File: src/rtl/assert_macros.svh
// ---------------------------------------------------------------------------
// assertion macros
// shared concurrent assertion forms for the projection radius block
// ---------------------------------------------------------------------------
`ifndef ASSERT_MACROS_SVH
`define ASSERT_MACROS_SVH

// whenever ante holds, cons must hold in the same cycle
`define ASSERT_IMPLIES(label, clk_s, rstn_s, ante, cons) \
    label: assert property (@(posedge clk_s) disable iff (!rstn_s) (ante) |-> (cons)) \
        else $error("assertion failed: implication violated");

// cond must never hold
`define ASSERT_NEVER(label, clk_s, rstn_s, cond) \
    label: assert property (@(posedge clk_s) disable iff (!rstn_s) !(cond)) \
        else $error("assertion failed: forbidden condition seen");

`endif

File: src/rtl/sapr_pkg.sv
// ---------------------------------------------------------------------------
// sapr_pkg
// widths, kind codes and the queued word type of the projection radius block
// ---------------------------------------------------------------------------
`timescale 1ns / 1ps

package sapr_pkg;

    localparam int KIND_W   = 2;
    localparam int IDX_W    = 3;
    localparam int COORD_W  = 24;
    localparam int AXIS_W   = 18;
    localparam int RADIUS_W = 27;

    // offset, product, three-term sum and max-min difference widths
    localparam int OFF_W  = COORD_W + 1;
    localparam int PROD_W = OFF_W + AXIS_W;
    localparam int SUM_W  = PROD_W + 2;
    localparam int DIFF_W = SUM_W + 1;

    // halve and drop sixteen fraction bits
    localparam int RADIUS_SHIFT = 17;

    localparam int VERTEX_COUNT_DEF = 6;

    localparam logic [KIND_W-1:0] KIND_LOAD_VERTEX = 2'd0;
    localparam logic [KIND_W-1:0] KIND_LOAD_CENTER = 2'd1;
    localparam logic [KIND_W-1:0] KIND_QUERY       = 2'd2;

    // one classified word; queries carry the axis sign-extended in d_x..d_z
    typedef struct packed {
        logic [KIND_W-1:0]         op;
        logic [IDX_W-1:0]          idx;
        logic signed [COORD_W-1:0] d_x;
        logic signed [COORD_W-1:0] d_y;
        logic signed [COORD_W-1:0] d_z;
    } sapr_word_t;

endpackage

File: src/rtl/sapr_front.sv
// ---------------------------------------------------------------------------
// sapr_front
// accepts words, drops those with no effect, queues the rest for the back end
// ---------------------------------------------------------------------------
`timescale 1ns / 1ps
`include "assert_macros.svh"

module sapr_front #(
    parameter int VERTEX_COUNT = sapr_pkg::VERTEX_COUNT_DEF
) (
    input  logic                                 clk,
    input  logic                                 rst_n,
    input  logic                                 item_valid,
    output logic                                 item_stall,
    input  logic [sapr_pkg::KIND_W-1:0]          kind,
    input  logic [sapr_pkg::IDX_W-1:0]           vertex_index,
    input  logic signed [sapr_pkg::COORD_W-1:0]  coord_x,
    input  logic signed [sapr_pkg::COORD_W-1:0]  coord_y,
    input  logic signed [sapr_pkg::COORD_W-1:0]  coord_z,
    input  logic signed [sapr_pkg::AXIS_W-1:0]   axis_x,
    input  logic signed [sapr_pkg::AXIS_W-1:0]   axis_y,
    input  logic signed [sapr_pkg::AXIS_W-1:0]   axis_z,
    output logic                                 q_valid,
    output sapr_pkg::sapr_word_t                 q_word,
    input  logic                                 q_pop
);

    import sapr_pkg::*;

    localparam int DEPTH = 2;
    localparam int PTR_W = $clog2(DEPTH);
    localparam int CNT_W = $clog2(DEPTH + 1);

    sapr_word_t       q_mem_reg [DEPTH];
    logic [PTR_W-1:0] wr_ptr_reg;
    logic [PTR_W-1:0] rd_ptr_reg;
    logic [CNT_W-1:0] count_reg;
    logic [CNT_W-1:0] count_next;

    logic       keep;
    logic       push;
    sapr_word_t word_in;

    // vertex loads beyond the store and the unused kind have no effect
    always_comb
    begin
        keep = 1'b0;
        case (kind)
            KIND_LOAD_VERTEX: keep = (32'(vertex_index) < VERTEX_COUNT);
            KIND_LOAD_CENTER: keep = 1'b1;
            KIND_QUERY:       keep = 1'b1;
            default:          keep = 1'b0;
        endcase
    end

    always_comb
    begin
        word_in.op  = kind;
        word_in.idx = vertex_index;
        if (kind == KIND_QUERY)
        begin
            word_in.d_x = COORD_W'(axis_x);
            word_in.d_y = COORD_W'(axis_y);
            word_in.d_z = COORD_W'(axis_z);
        end
        else
        begin
            word_in.d_x = coord_x;
            word_in.d_y = coord_y;
            word_in.d_z = coord_z;
        end
    end

    assign item_stall = (count_reg == CNT_W'(DEPTH));
    assign push       = item_valid && !item_stall && keep;
    assign q_valid    = (count_reg != '0);
    assign q_word     = q_mem_reg[rd_ptr_reg];

    always_comb
    begin
        count_next = count_reg;
        if (push && !q_pop)
        begin
            count_next = count_reg + 1'b1;
        end
        else if (!push && q_pop)
        begin
            count_next = count_reg - 1'b1;
        end
    end

    always_ff @(posedge clk or negedge rst_n)
    begin
        if (!rst_n)
        begin
            wr_ptr_reg <= '0;
            rd_ptr_reg <= '0;
            count_reg  <= '0;
        end
        else
        begin
            if (push)
            begin
                wr_ptr_reg <= wr_ptr_reg + 1'b1;
            end
            if (q_pop)
            begin
                rd_ptr_reg <= rd_ptr_reg + 1'b1;
            end
            count_reg <= count_next;
        end
    end

    always_ff @(posedge clk)
    begin
        if (push)
        begin
            q_mem_reg[wr_ptr_reg] <= word_in;
        end
    end

    `ASSERT_NEVER(a_count_max, clk, rst_n, count_reg > CNT_W'(DEPTH))
    `ASSERT_IMPLIES(a_pop_nonempty, clk, rst_n, q_pop, count_reg != '0)
    `ASSERT_IMPLIES(a_empty_ptrs, clk, rst_n, count_reg == '0, wr_ptr_reg == rd_ptr_reg)

endmodule

File: config.mk
export PLATFORM = sky130hd
export DESIGN_NAME = sapr_front
export DESIGN_NICKNAME = d
export VERILOG_FILES = /design/src/rtl/sapr_pkg.sv /design/src/rtl/sapr_front.sv
export VERILOG_INCLUDE_DIRS = /design/src /design/src/rtl
export SDC_FILE = /design/constraint.sdc
export NUM_CORES = 1
export LEC_CHECK = 0
export BUFFER_PORTS_ARGS = -buffer_cell sky130_fd_sc_hd__buf_2
export CAP_MARGIN = 25
export CORE_MARGIN = 2
export CORE_UTILIZATION = 51
export DETAILED_ROUTE_END_ITERATION = 16
export PLACE_DENSITY = 0.8
export REMOVE_ABC_BUFFERS = 1
export SYNTH_ARGS = -nofsm -noshare
export SYNTH_HDL_FRONTEND = slang
export SYNTH_SLANG_ARGS = --single-unit
File: constraint.sdc
create_clock -name clk -period 5.1 [get_ports clk]
set_clock_uncertainty 0.15 [all_clocks]
set_input_delay 0.255 -clock clk [delete_from_list [all_inputs] [get_ports clk]]
set_output_delay 0.255 -clock clk [all_outputs]
set_load 0.02 [all_outputs]
---- After elaboration in Yosys (flattened, before gate mapping) ----
Memories as Yosys holds them, arrays and structs flattened.
Cells that the tools add are included.
storage, ports and cells
  bits in registers ....................... 4
  bits in writable memories ............... 154
  output and inout port bits .............. 79
  memories kept ........................... 1
cells by class
  add/sub/neg operators ................... 4
  magnitude comparators ................... 1
  eq/ne operators ......................... 3
  mux-type cells .......................... 6
  reductions and logical operators ........ 11
memories
  name       words  width  rd ports  clocked after memory_dff  write ports  line              text
  q_mem_reg  2      77     1         0                         1            sapr_front.sv:34  sapr_word_t q_mem_reg [DEPTH];
operators with widths
  kind                 count
  $mux 72              1
  $eq 2x2->1 const B   2
  $logic_and 1x1->1    4
  $mux 2               2
  $reduce_bool 2->1    2
  $logic_not 1->1      3
  $lt 3x3->1 const B   1
  $add 1x1->1 const B  2
  $add 2x1->2 const B  1
  $eq 2x1->1 const B   1
  $logic_not 2->1      1
  $mux 1               2
  $pmux 1 s2           1
  $reduce_or 2->1      1
  $sub 2x1->2 const B  1

---- Longest topological paths before layout ----
Gate-level depths: netlist (run 1).
  word-level depth ........................ 8
  depth in mapped cells ................... 9
  gate-level depth less buffers ........... 9

---- Worst setup path before layout (run 1) ----
No wires, ideal clock.
  path type ............................... in2reg
  start point ............................. in kind[0] (netlist name)
  end point ............................... mem q_mem_reg[0][0] (netlist name) (enable)
  arrival time ............................ 4.066 ns
  data required time ...................... 4.437 ns
  path slack .............................. 0.371 ns
  stages .................................. 5
  path buffers ............................ 0
  cells stage by stage .................... inv_1 > ha_1 > a21boi_0 > o2111ai_2 > nor2_1
between the ends
  longest elaborated chain between the ends .. 6
  elaborated cells between the ends (all ways) .. 8
ends and longest elaborated chain
  element                                   line               text
  start, declared                           sapr_front.sv:15   input logic [sapr_pkg::KIND_W-1:0] kind,
  $eq 2x2->1 or $eq 2x1->1 (tied branches)  sapr_front.sv:48   case (kind)
  $reduce_or 2->1 (no source line)          n/a
  $pmux 1 s2 (*)                            sapr_front.sv:48
  $logic_and 1x1->1 (*)                     sapr_front.sv:75   assign push = item_valid && !item_stall && keep;
  $mux 1 (*)                                sapr_front.sv:116  if (push)
  $mux 1 (implied by the code) (*)          sapr_front.sv:118  q_mem_reg[wr_ptr_reg] <= word_in;
  end, declared                             sapr_front.sv:34
Mark *: on every way between the ends. The rest lies on a longest branch, timed or not.

---- Worst setup path after layout (run 1) ----
  start point ............................. in kind[0] (netlist name)
  end point ............................... mem q_mem_reg[1][13] (netlist name) (enable)
Same word-level chain as after synthesis.

==> results of run 1 <==
==> cell usage after synthesis <==
| master | number | area (sq um) |
|---|---|---|
| sky130_fd_sc_hd__xnor2_1 | 2 | 17.5 |
| sky130_fd_sc_hd__o2111ai_2 | 1 | 15.0 |
| sky130_fd_sc_hd__or2_2 | 1 | 6.26 |
| sky130_fd_sc_hd__nor2_1 | 3 | 11.3 |
| sky130_fd_sc_hd__ha_1 | 4 | 50.1 |
| sky130_fd_sc_hd__a21boi_0 | 1 | 7.51 |
| sky130_fd_sc_hd__o21ai_0 | 21 | 105 |
| sky130_fd_sc_hd__buf_6 | 4 | 45.0 |
| sky130_fd_sc_hd__buf_2 | 7 | 35.0 |
| sky130_fd_sc_hd__nand2_1 | 3 | 11.3 |
| sky130_fd_sc_hd__edfxtp_1 | 154 | 4620 |
| sky130_fd_sc_hd__buf_4 | 4 | 30.0 |
| sky130_fd_sc_hd__inv_1 | 28 | 105 |
| sky130_fd_sc_hd__clkbuf_1 | 2 | 7.51 |
| sky130_fd_sc_hd__mux2_4 | 20 | 300 |
| sky130_fd_sc_hd__xor2_1 | 3 | 26.3 |
| sky130_fd_sc_hd__dfrtp_1 | 4 | 100 |
| sky130_fd_sc_hd__nand2b_1 | 1 | 6.26 |
| sky130_fd_sc_hd__mux2_2 | 108 | 1220 |
==> per-stage QoR <==
step,hold WS (ns),utilization,setup WS (ns),instances,power (uW)
after global routing,0.00101,0.681,2.03,785,4350
after global placement,-0.0878,0.625,2.32,741,2970
final,0.0195,0.681,2.16,785,4170
after floorplan,-0.191,-,0.371,354,2620
after CTS,0.00136,0.679,2.12,783,4210
after detailed placement,-0.0857,0.627,2.22,742,3010
==> cell usage in the layout, fill, tap and decap left out <==
| cell type | Yosys | final |
|---|---|---|
| sky130_fd_sc_hd__clkbuf_16 | 0 | 17 |
| sky130_fd_sc_hd__or2_2 | 1 | 1 |
| sky130_fd_sc_hd__nand2_1 | 3 | 3 |
| sky130_fd_sc_hd__clkinv_2 | 0 | 1 |
| sky130_fd_sc_hd__xnor2_1 | 2 | 2 |
| sky130_fd_sc_hd__mux2_2 | 108 | 108 |
| sky130_fd_sc_hd__mux2_4 | 20 | 20 |
| sky130_fd_sc_hd__clkbuf_1 | 2 | 4 |
| sky130_fd_sc_hd__buf_2 | 7 | 213 |
| sky130_fd_sc_hd__clkinv_1 | 0 | 2 |
| sky130_fd_sc_hd__buf_16 | 0 | 1 |
| sky130_fd_sc_hd__bufinv_16 | 0 | 2 |
| sky130_fd_sc_hd__a21boi_0 | 1 | 1 |
| sky130_fd_sc_hd__inv_1 | 28 | 28 |
| sky130_fd_sc_hd__o2111ai_2 | 1 | 1 |
| sky130_fd_sc_hd__clkinvlp_4 | 0 | 5 |
| sky130_fd_sc_hd__nor2_4 | 0 | 2 |
| sky130_fd_sc_hd__dfrtp_4 | 0 | 1 |
| sky130_fd_sc_hd__o21ai_0 | 21 | 21 |
| sky130_fd_sc_hd__clkinv_4 | 0 | 1 |
| sky130_fd_sc_hd__ha_4 | 0 | 1 |
| sky130_fd_sc_hd__dfrtp_1 | 4 | 3 |
| sky130_fd_sc_hd__buf_12 | 0 | 3 |
| sky130_fd_sc_hd__ha_1 | 4 | 3 |
| sky130_fd_sc_hd__nand2b_1 | 1 | 1 |
| sky130_fd_sc_hd__edfxtp_1 | 154 | 154 |
| sky130_fd_sc_hd__xor2_1 | 3 | 3 |
| sky130_fd_sc_hd__dlygate4sd3_1 | 0 | 10 |
| sky130_fd_sc_hd__nor2_1 | 3 | 1 |
==> power by group <==
part	internal, uW	switching, uW
registers	1620	109
clock network	717	473
logic	570	683
==> critical path, stage by stage <==
cell                            delay (ns)
sky130_fd_sc_hd__dlygate4sd3_1        0.53
sky130_fd_sc_hd__buf_2                0.14
sky130_fd_sc_hd__inv_1                0.11
sky130_fd_sc_hd__ha_1                 0.16
sky130_fd_sc_hd__a21boi_0             0.21
sky130_fd_sc_hd__o2111ai_2            0.24
sky130_fd_sc_hd__nor2_4               0.81
sky130_fd_sc_hd__buf_12               0.35
==> worst paths after layout <==
| path | startpoint | to | slack [ns] | cells past startpoint |
|---|---|---|---|---|
| setup reg to reg | count_reg[0] | q_mem_reg[1][13] | 2.59 | 4 |
| hold reg to reg | count_reg[1] | count_reg[1] | 0.34 | 1 |
| min in group asynchronous | rst_n | count_reg[1] | 0.03 | 2 |
| max in group asynchronous | rst_n | rd_ptr_reg | 4.64 | 2 |
| setup / recovery | kind[0] | q_mem_reg[1][13] | 2.16 | 8 |
| hold / removal | axis_x[10] | q_mem_reg[0][58] | 0.02 | 2 |
==> layer usage <==
| metal | up-vias | part of all wire | GRT usage |
|---|---|---|---|
| met5 | - | 0 | 0 |
| met1 | 1922 | 0.39 | 0.211 |
| met3 | 8 | 0.073 | 0.0647 |
| met2 | 147 | 0.52 | 0.327 |
| met4 | 0 | 0.0085 | 0.0558 |
| li1 | 1861 | - | - |
==> area by class of cell <==
cell class,count,area [sq um],share of cell area
clock buffer,21,440,0.0508
clock inverter,11,119,0.0137
inverter,28,105,0.0121
multi-input combinational,168,1800,0.208
sequential,158,4730,0.546
tap,172,215,0.0248
timing repair buffer,227,1250,0.145
==> logic make-up (layout without fill, tap and decap cells) <==
| family | after synthesis | count (layout) | synth area share |
|---|---|---|---|
| xor gates and xnor gates | 5 | 5 | 0.00652 |
| and+or+nand+nor | 8 | 8 | 0.00521 |
| AOI/OAI and AO/OA | 23 | 23 | 0.0190 |
| DFF | 158 | 158 | 0.703 |
| adders and majority gates | 4 | 4 | 0.00745 |
| muxes | 128 | 128 | 0.226 |
| buffers and inverters | 45 | 287 | 0.0331 |
==> summary by stage, run 1 <==
Outcome
The flow ran to the end, and the final reports show no timing, DRC or antenna violations.

Clocking
The number of buffers inserted to repair setup after CTS is 0. TritonCTS built the clock tree. Counting every sink on the clock net gives 158.

The H-tree depth is 4. After clock tree synthesis, the clock-pin slew on the worst setup and hold paths is around 0.06 ns. The post-CTS resize count is 0. The clock root buffer is sky130_fd_sc_hd__clkbuf_16.

The clock insertion delay at the later pin of the skew report is 0.40 ns. The quantity of hold-fixing buffers added after cts is 9. The total CTS buffers is 17. The longest clock path from root to sink contains 2 buffers.

Timing
The transition at the pin with the smallest max-transition slack is 0.988 ns. The final count of pins violating max slew is 0. The remaining max-slew budget at the tightest pin is 0.340.

The final hold violation count came to 0. For this run, the top clock speed supported by timing is between 0.3 and 0.4 GHz. The total negative slack for setup checks is 0 ns.

The final critical delay including setup and external delays is around 2.9 ns. In the finished design, the share of the clock period the worst path needs comes to 0.576. Setup violations remaining at the end of the flow were counted as 0.

Setup repair after global routing left no endpoint under its margin.

Floorplan
The number of rows created at floorplan is 41. For this configuration, the core starts out at a cell density of 0.528. The die is 119 um wide. The number of I/O pins is 214. The die covers 14100 sq um. The core outline area is 12700 sq um. Measured along the y axis, the die boundary spans 119 um.

Finish
Fill cells in the final layout number roughly 890. In the final layout, the share of cells above drive strength 1 is 0.615. The final layout contains about 740 nets. The number of antenna diodes in the final layout is 0. The flip-flop count of the largest register after layout is approximately 150. With fillers left out, the area of the finished cells amounts to 8660 sq um. The layout-stage area growth over the synthesis result is 28.9%.

Global route
The initial antenna violation count is 0. The number of global-route vias before repair was slightly above 4000. The first global-routing pass estimated approximately 20 mm of wire.

Entering global routing, the biggest net connects 76 pins. In the global route stage, overall resource usage came out at 0.185. Global routing finished with a remaining overflow of 0.

Logic synthesis
The register bit total from synthesis is 158. The cell area after synthesis is approximately 6700 sq um. For this run, the register share of the synthesized area comes to 0.703. The average instance in the mapped netlist occupies 18.1 sq um. The Yosys step of the flow raised 0 warnings. After synthesis, the netlist uses 19 different library cells. The synthesized netlist cell count is 371.

Routing
The remaining antenna violation count is 0. Dividing the detail-routed via count by the number of cells gives 5.02. The post-route DRC violation count is 0. The detailed-route wire length is 12.9 mm. The final route contains between 3000 and 4000 vias. The wire length per cell is 16.4 um.

After the first detailed-routing iteration, the DRC count stood at 179. The number of detailed-routing iterations run before antenna repair is 5.

Pwr
Power spread over the standard cell area amounts to 482 nW/um^2. Across the VDD grid, the largest voltage drop is 0.469 mV. For this design the static power due to leakage is 0.00345 uW.

Placed design
The sum of net half-perimeters after detailed placement is 8.60 mm. Buffers placed on the I/O ports in this run total 213. The final estimated routing congestion in global placement is 0.741. The placed instance area is 7980 sq um.

Run
The tool flagged a number of max-cap violations equal to 0.

Setup path
STA puts the critical path data arrival time at 2.87 ns. The setup path with the least slack is of type input port to flop. Data on the critical path is required at its endpoint by 5.03 ns. In this run the worst path has a maximum fanout of 46. The category of the worst setup path capture point is a flop. The nature of the critical path startpoint is an input port.

Worst hold path
The worst hold path class is input port to flop.
(Power assumes the default switching activity.)
==> inputs of run 2 (changes only) <==
- CORE_UTILIZATION: 51 -> 46
- PLACE_DENSITY: 0.8 -> 0.76
- clock period: 5.1 -> 2.41 ns (I/O delays scaled with it)
==> summary by stage, run 2 (same netlist as run 1, synthesis figures left out) <==
Outcome
Result of the run: finished, final reports clean (unchanged).

Floorplan
The total die area is 15600 sq um (was 14100 sq um). The number of I/O pins was 214 (unchanged). The initial core utilization was 0.466 (was 0.528). The horizontal die dimension is 125 um (was 119 um).

The core outline area is 14400 sq um (was 12700 sq um). The vertical die dimension was 125 um (was 119 um). The number of rows created at floorplan came to 44 (was 41).

Timing
The worst hold slack came to 0.0255 ns (was 0.0195 ns). The final hold violation count is 0 (unchanged). The number of setup violations in the final report came to 0 (unchanged). The total negative slack for setup checks is 0 ns (unchanged). The final count of pins violating max slew is 0 (unchanged). Derived from the worst setup path, the maximum achievable clock frequency is 0.423 GHz. Setup repair after global routing missed its margin: false (unchanged). The post-route fraction of the period consumed by the critical path is 0.980. The smallest clock period supported by the final layout is computed as 2.36 ns.

The remaining max-slew budget at the tightest pin is 0.699 (was 0.340). The transition at the pin with the smallest max-transition slack came to 0.451 ns (was 0.988 ns).

Finish
The total area of sequential cells is 4730 sq um (unchanged). The count of nets after finishing is 866 (was 739). The most common cell after layout, fill and taps aside is sky130_fd_sc_hd__buf_2 (unchanged). The flip-flop count of the largest register after layout came to 154 (unchanged). The post-layout utilization of the core is 0.689 (was 0.681). The layout-stage area growth over the synthesis result is 48.0% (was 28.9%). The share of layout cells above drive strength 1 is 0.516 (was 0.615). The total of fill cells in the finished design was 955 (was 894).

Commonest non-fill, non-tap cells in the layout: sky130_fd_sc_hd__buf_2, sky130_fd_sc_hd__edfxtp_1, sky130_fd_sc_hd__dlygate4sd3_1 (was sky130_fd_sc_hd__buf_2, sky130_fd_sc_hd__edfxtp_1, sky130_fd_sc_hd__mux2_2). The summed area of non-filler cells in the final layout came to 9940 sq um (was 8660 sq um). The footprint of the multi-input gates is 1800 sq um (unchanged).

Clocking
The clock-pin transition on the worst setup and hold timing paths is 0.05 ns (was 0.06 ns). The TritonCTS clock tree is built (unchanged). The total CTS buffers is 17 (unchanged). The clock net sink count came to 158 (unchanged). The maximum clock path buffer count is 2 (unchanged). The number of buffers inserted to repair setup after CTS was 0 (unchanged). The clock insertion delay at the later pin of the skew report came to 0.41 ns (was 0.40 ns). The clock root buffer is sky130_fd_sc_hd__clkbuf_16 (unchanged). The H-tree depth was 4 (unchanged).

Setup path
The depth of the worst register-to-register path is 4 (unchanged). The critical path data required time was 2.41 ns (was 5.03 ns). The arrival time at the worst endpoint is 2.36 ns (was 2.87 ns). The number of buffer and inverter stages on the critical path is 5 (was 4). The family of cells with the greatest summed delay on the critical path is buffers and inverters (unchanged). The critical setup path kind is input port to flop (unchanged). The highest net fanout along the worst path is 36 (was 46). Cell-by-cell trace of the critical path: dlygate4sd3_1 -> buf_2 -> inv_1 -> ha_4 -> clkbuf_16 -> mux2_2 -> dlygate4sd3_1 (was dlygate4sd3_1 -> buf_2 -> inv_1 -> ha_1 -> a21boi_0 -> o2111ai_2 -> nor2_4 -> buf_12).

The slowest library cell on the worst path was sky130_fd_sc_hd__dlygate4sd3_1 (was sky130_fd_sc_hd__nor2_4). The delay of the slowest cell on the worst path is 0.58 ns (was 0.81 ns). The nature of the critical path startpoint is an input port (unchanged). The total number of cells along the worst setup path is 7 (was 8). In this design, the critical path's most frequently occurring cell is sky130_fd_sc_hd__dlygate4sd3_1. The category of the worst setup path capture point is a flop (unchanged).

Pwr
The internal power contribution is 6180 uW (was 2910 uW). The share of power burned in registers is 0.409 (was 0.415). The total power divided by cell area is 893 nW/um^2 (was 482 nW/um^2). The proportion of power drawn by combinational gates is 0.329 (was 0.300). The switching component of the power was 2700 uW (was 1260 uW). The total power consumption of the routed design was 8880 uW (was 4170 uW). The clock power share is 0.262 (was 0.285). The leakage dissipation is 0.00401 uW (was 0.00345 uW). The fraction of power spent switching nets is 0.304 (was 0.303). The worst-case vdd ir drop was 0.566 mV (was 0.469 mV).

Placed design
The sum of net half-perimeters after detailed placement is 8.28 mm (was 8.60 mm). The count of buffers inserted at the top-level ports is 213 (unchanged). The placed instance area came to 8050 sq um (was 7980 sq um). The final estimated routing congestion in global placement is 0.741 (about the same).

Global route
The sum of overflow across all layers after global routing came to 0 (unchanged). The global-route wire length before repair is 22.7 mm (was 20.0 mm). The initial antenna violation count is 1 (was 0). The overall track demand over capacity in global routing is 0.189 (was 0.185). The number of global-route vias before repair is 4729 (was 4136). The pin count of the biggest net entering global routing is 74 (was 76).

Worst hold path
The worst hold path stage count came to 3 (was 2). The worst hold path class is input port to flop (unchanged).

Routing
The remaining antenna violation count is 0 (unchanged). The detailed-route wire length is 15.1 mm (was 12.9 mm). The wire length per cell was 16.3 um (was 16.4 um). The overall via count from detail_route came to 4495 (was 3938). The initial detailed-routing violation count is 209 (was 179). The detail-routed via count per cell came to 4.86 (was 5.02). The post-route DRC violation count is 0 (unchanged). The number of detailed-routing iterations run before antenna repair came to 4 (was 5).

Run
The number of maximum-capacitance constraint violations is 0 (unchanged).
[run 2: cell types whose count changed in the layout (fill, tap and decap cells not counted)]
cell                            change
sky130_fd_sc_hd__clkinv_2           +4
sky130_fd_sc_hd__clkbuf_1           +2
sky130_fd_sc_hd__buf_12             +1
sky130_fd_sc_hd__buf_4              +2
sky130_fd_sc_hd__clkinvlp_4         -4
sky130_fd_sc_hd__dlygate4sd3_1    +122
sky130_fd_sc_hd__diode_2            +1
sky130_fd_sc_hd__bufinv_16          -2
sky130_fd_sc_hd__clkbuf_8           +2
sky130_fd_sc_hd__clkinv_1           -2
sky130_fd_sc_hd__clkbuf_16          +2
[run 2: final cells by class]
| type | count | share of cell area |
|---|---|---|
| Clock buffer | 25 | 0.0478 |
| Inverter | 28 | 0.0106 |
| Antenna cell | 1 | 0.000252 |
| Timing Repair Buffer | 354 | 0.257 |
| Clock inverter | 7 | 0.00415 |
| Sequential cell | 158 | 0.476 |
| Multi-Input combinational cell | 168 | 0.181 |
| Tap cell | 184 | 0.0232 |
[run 2: what timing repair did]
item | in CTS | in global routing
hold endpoints to repair | 161 | 0
hold buffers | 132 | 0
endpoints found under the setup margin | 0 | 98
resized for setup | 0 | 1
[run 2: power by group through the flow]
stage,logic (uW),clock network (uW),registers [uW]
final,2930,2330,3630
after global routing,3110,2480,3670
after CTS,2920,2370,3630
after detailed placement,2710,0,3690
after global placement,2690,0,3670
after floorplan,1750,0,3790
[run 2: worst paths after layout]
kind                              start                to  slack [ns]
max in group asynchronous         rst_n        rd_ptr_reg        1.43
min in group asynchronous         rst_n      count_reg[0]        0.49
setup reg to reg           count_reg[0]  q_mem_reg[0][45]        0.44
hold / removal               axis_y[17]  q_mem_reg[0][41]        0.03
setup / recovery                kind[0]  q_mem_reg[1][55]        0.05
hold reg to reg            count_reg[1]      count_reg[1]        0.36
[run 2: worst min-delay path: cells and delay by family]
kind            cells  cell delay [ns]
simple gates        1             0.13
compound gates      1             0.14
buf+inv             1             0.08
[run 2: metrics by stage]
step	setup WS, ns	cells
2_1_floorplan	-2.19	354
3_3_place_gp	0.377	758
3_5_place_dp	0.294	758
4_1_cts	0.00838	922
5_1_grt	0.00377	925
6_report	0.0471	925
[run 2: per-layer routing]
layer / share of wire / GRT usage
met5: 0 / 0
met4: 0.022 / 0.0830
met3: 0.060 / 0.0541
met2: 0.51 / 0.330
met1: 0.41 / 0.217
==> inputs of run 3 (changes only) <==
- CORE_UTILIZATION: 46 -> 25
- PLACE_DENSITY: 0.76 -> default
- REMOVE_ABC_BUFFERS: 1 -> default
==> summary by stage, run 3 (same netlist as run 1, synthesis figures left out) <==
Pwr
The worst-case vdd ir drop was 0.453 mV (was 0.566 mV). The leakage dissipation came to 0.00405 uW (was 0.00401 uW). The total power divided by cell area is 910 nW/um^2 (was 893 nW/um^2).

The total power consumption of the routed design is 9330 uW (was 8880 uW).

Routing
The post-route DRC violation count is 0 (unchanged). The wire length per cell is 14.6 um (was 16.3 um). The detail-routed via count per cell is 4.12 (was 4.86).

The remaining antenna violation count is 0 (unchanged). The overall via count from detail_route came to 4469 (was 4495). The detailed-route wire length is 15.9 mm (was 15.1 mm). The initial detailed-routing violation count came to 149 (was 209).

The number of detailed-routing iterations run before antenna repair is 6 (was 4).

Placed design
The final estimated routing congestion in global placement is 0.704 (was 0.741). The placed instance area is 8300 sq um (was 8050 sq um). The sum of net half-perimeters after detailed placement is 9.31 mm (was 8.28 mm). The count of buffers inserted at the top-level ports was 213 (unchanged).

Clocking
The H-tree depth was 4 (unchanged). The post-CTS resize count came to 0 (unchanged). The total CTS buffers is 17 (unchanged). The clock insertion delay at the later pin of the skew report is 0.41 ns (about the same).

The clock-pin transition on the worst setup and hold timing paths was 0.06 ns (was 0.05 ns). The TritonCTS clock tree is built (unchanged). The clock net sink count came to 158 (unchanged). The clock root buffer is sky130_fd_sc_hd__clkbuf_16 (unchanged).

The maximum clock path buffer count was 2 (unchanged).

Setup path
The most frequent cell on the critical path is sky130_fd_sc_hd__dlygate4sd3_1 (unchanged). Cell-by-cell trace of the critical path: dlygate4sd3_1 -> buf_2 -> inv_1 -> ha_4 -> buf_12 -> mux2_2 -> dlygate4sd3_1 (was dlygate4sd3_1 -> buf_2 -> inv_1 -> ha_4 -> clkbuf_16 -> mux2_2 -> dlygate4sd3_1). The slowest library cell on the worst path is sky130_fd_sc_hd__dlygate4sd3_1 (unchanged). The nature of the critical path startpoint is an input port (unchanged).

The category of the worst setup path capture point is a flop (unchanged). The arrival time at the worst endpoint is 2.25 ns (was 2.36 ns). The delay of the slowest cell on the worst path is 0.59 ns (was 0.58 ns). The critical path data required time is 2.41 ns (about the same). The critical setup path kind is input port to flop (unchanged). The highest net fanout along the worst path was 41 (was 36).

Finish
The count of inserted antenna diode cells is 0 (was 1). The summed area of non-filler cells in the final layout is 10200 sq um (was 9940 sq um). The count of nets after finishing was 869 (was 866). The most common cell after layout, fill and taps aside is sky130_fd_sc_hd__buf_2 (unchanged).

The flip-flop count of the largest register after layout was 154 (unchanged). Commonest non-fill, non-tap cells in the layout: sky130_fd_sc_hd__buf_2, sky130_fd_sc_hd__edfxtp_1, sky130_fd_sc_hd__dlygate4sd3_1 (unchanged). The total of fill cells in the finished design is 2445 (was 955). The layout-stage area growth over the synthesis result is 52.5% (was 48.0%). The share of layout cells above drive strength 1 was 0.521 (was 0.516).

Global route
The number of global-route vias before repair is 4707 (was 4729). The sum of overflow across all layers after global routing is 0 (unchanged). The initial antenna violation count is 0 (was 1). The pin count of the biggest net entering global routing came to 42 (was 74). The global-route wire length before repair is 23.8 mm (was 22.7 mm). The overall track demand over capacity in global routing is 0.110 (was 0.189).

Floorplan
The number of I/O pins was 214 (unchanged). The number of rows created at floorplan came to 60 (was 44). The core outline area came to 26700 sq um (was 14400 sq um). The total die area is 28200 sq um (was 15600 sq um). The horizontal die dimension came to 168 um (was 125 um). The initial core utilization is 0.252 (was 0.466). The vertical die dimension is 168 um (was 125 um).

Timing
The final count of pins violating max slew is 0 (unchanged). The final hold violation count is 0 (unchanged). The remaining max-slew budget at the tightest pin is 0.689 (was 0.699). The timing-limited maximum frequency is 0.444 GHz (was 0.423 GHz). Setup repair after global routing missed its margin: false (unchanged).

The final critical delay including setup and external delays is 2.25 ns (was 2.36 ns). The transition at the pin with the smallest max-transition slack is 0.466 ns (was 0.451 ns). The number of setup violations in the final report is 0 (unchanged). The post-route fraction of the period consumed by the critical path is 0.934 (was 0.980).

Worst hold path
The worst hold path class is input port to flop (unchanged).

Logic synthesis
The number of nets in the synthesized netlist is 510.

Run
The number of maximum-capacitance constraint violations is 0 (unchanged).

Outcome
Result of the run: finished, final reports clean (unchanged).
run 3: changes by cell type in the layout (fill, tap and decap cells not counted), sizes merged:
cell,delta
clkbuf,-9
bufinv,+3
dlygate4sd3,+3
buf,+2
clkinvlp,+2
inv,+2
diode,-1
run 3: final cells by class:
class                      instances  area (sq um)  share of cell area
clock inverter                    14           165              0.0161
multi-input combinational        168          1820               0.178
sequential                       158          4730               0.461
timing repair buffer             357          2570               0.251
clock buffer                      18           429              0.0419
inverter                          28           105              0.0103
tap                              341           427              0.0416
run 3: timing repair:
action,CTS,global route
setup buffers,0,0
hold buffers,135,0
hold endpoints to repair,158,0
run 3: path summary, 6_finish.rpt:
check / end / slack, ns / startpoint / depth (start not counted)
max in group asynchronous: rd_ptr_reg / 1.45 / rst_n / 3
min: q_mem_reg[0][44] / 0.04 / coord_y[20] / 3
min reg2reg: count_reg[0] / 0.40 / count_reg[0] / 1
min in group asynchronous: count_reg[0] / 0.46 / rst_n / 3
max: q_mem_reg[1][33] / 0.16 / kind[0] / 7
max reg2reg: q_mem_reg[0][18] / 0.70 / count_reg[0] / 4
run 3: per-stage QoR:
| stage | instances | utilization | hold WS (ns) | TNS [ns] | setup slack [ns] |
|---|---|---|---|---|---|
| floorplan | 371 | - | -0.325 | -3.90 | -0.0367 |
| global route | 1084 | 0.385 | 0.0118 | 0 | 0.120 |
| finish | 1084 | 0.385 | 0.0377 | 0 | 0.160 |
| detailed placement | 917 | 0.312 | -0.210 | 0 | 0.488 |
| CTS | 1084 | 0.385 | 0.00241 | 0 | 0.157 |
| global placement | 917 | 0.312 | -0.211 | 0 | 0.533 |
run 3: critical path: cells and delay by family:
| family | cells | cell delay (ns) |
|---|---|---|
| adder cells (fa/ha/maj) | 1 | 0.16 |
| buffers and inverters | 5 | 1.59 |
| multiplexers | 1 | 0.37 |
run 3: metal layers:
layer | wire length (um) | global-route usage | part of all wire | up-vias
met5 | 0 | 0 | 0 | -
met4 | 524 | 0.0578 | 0.033 | 0
li1 | - | - | - | 2118
met1 | 6230 | 0.117 | 0.39 | 2204
met2 | 8470 | 0.203 | 0.53 | 118
met3 | 633 | 0.0263 | 0.040 | 29
run 3: power by group:
part           internal [uW]  switching, uW
Combinational           1400           1600
Sequential              3430            189
Clock                   1630           1080
Total                   6460           2860
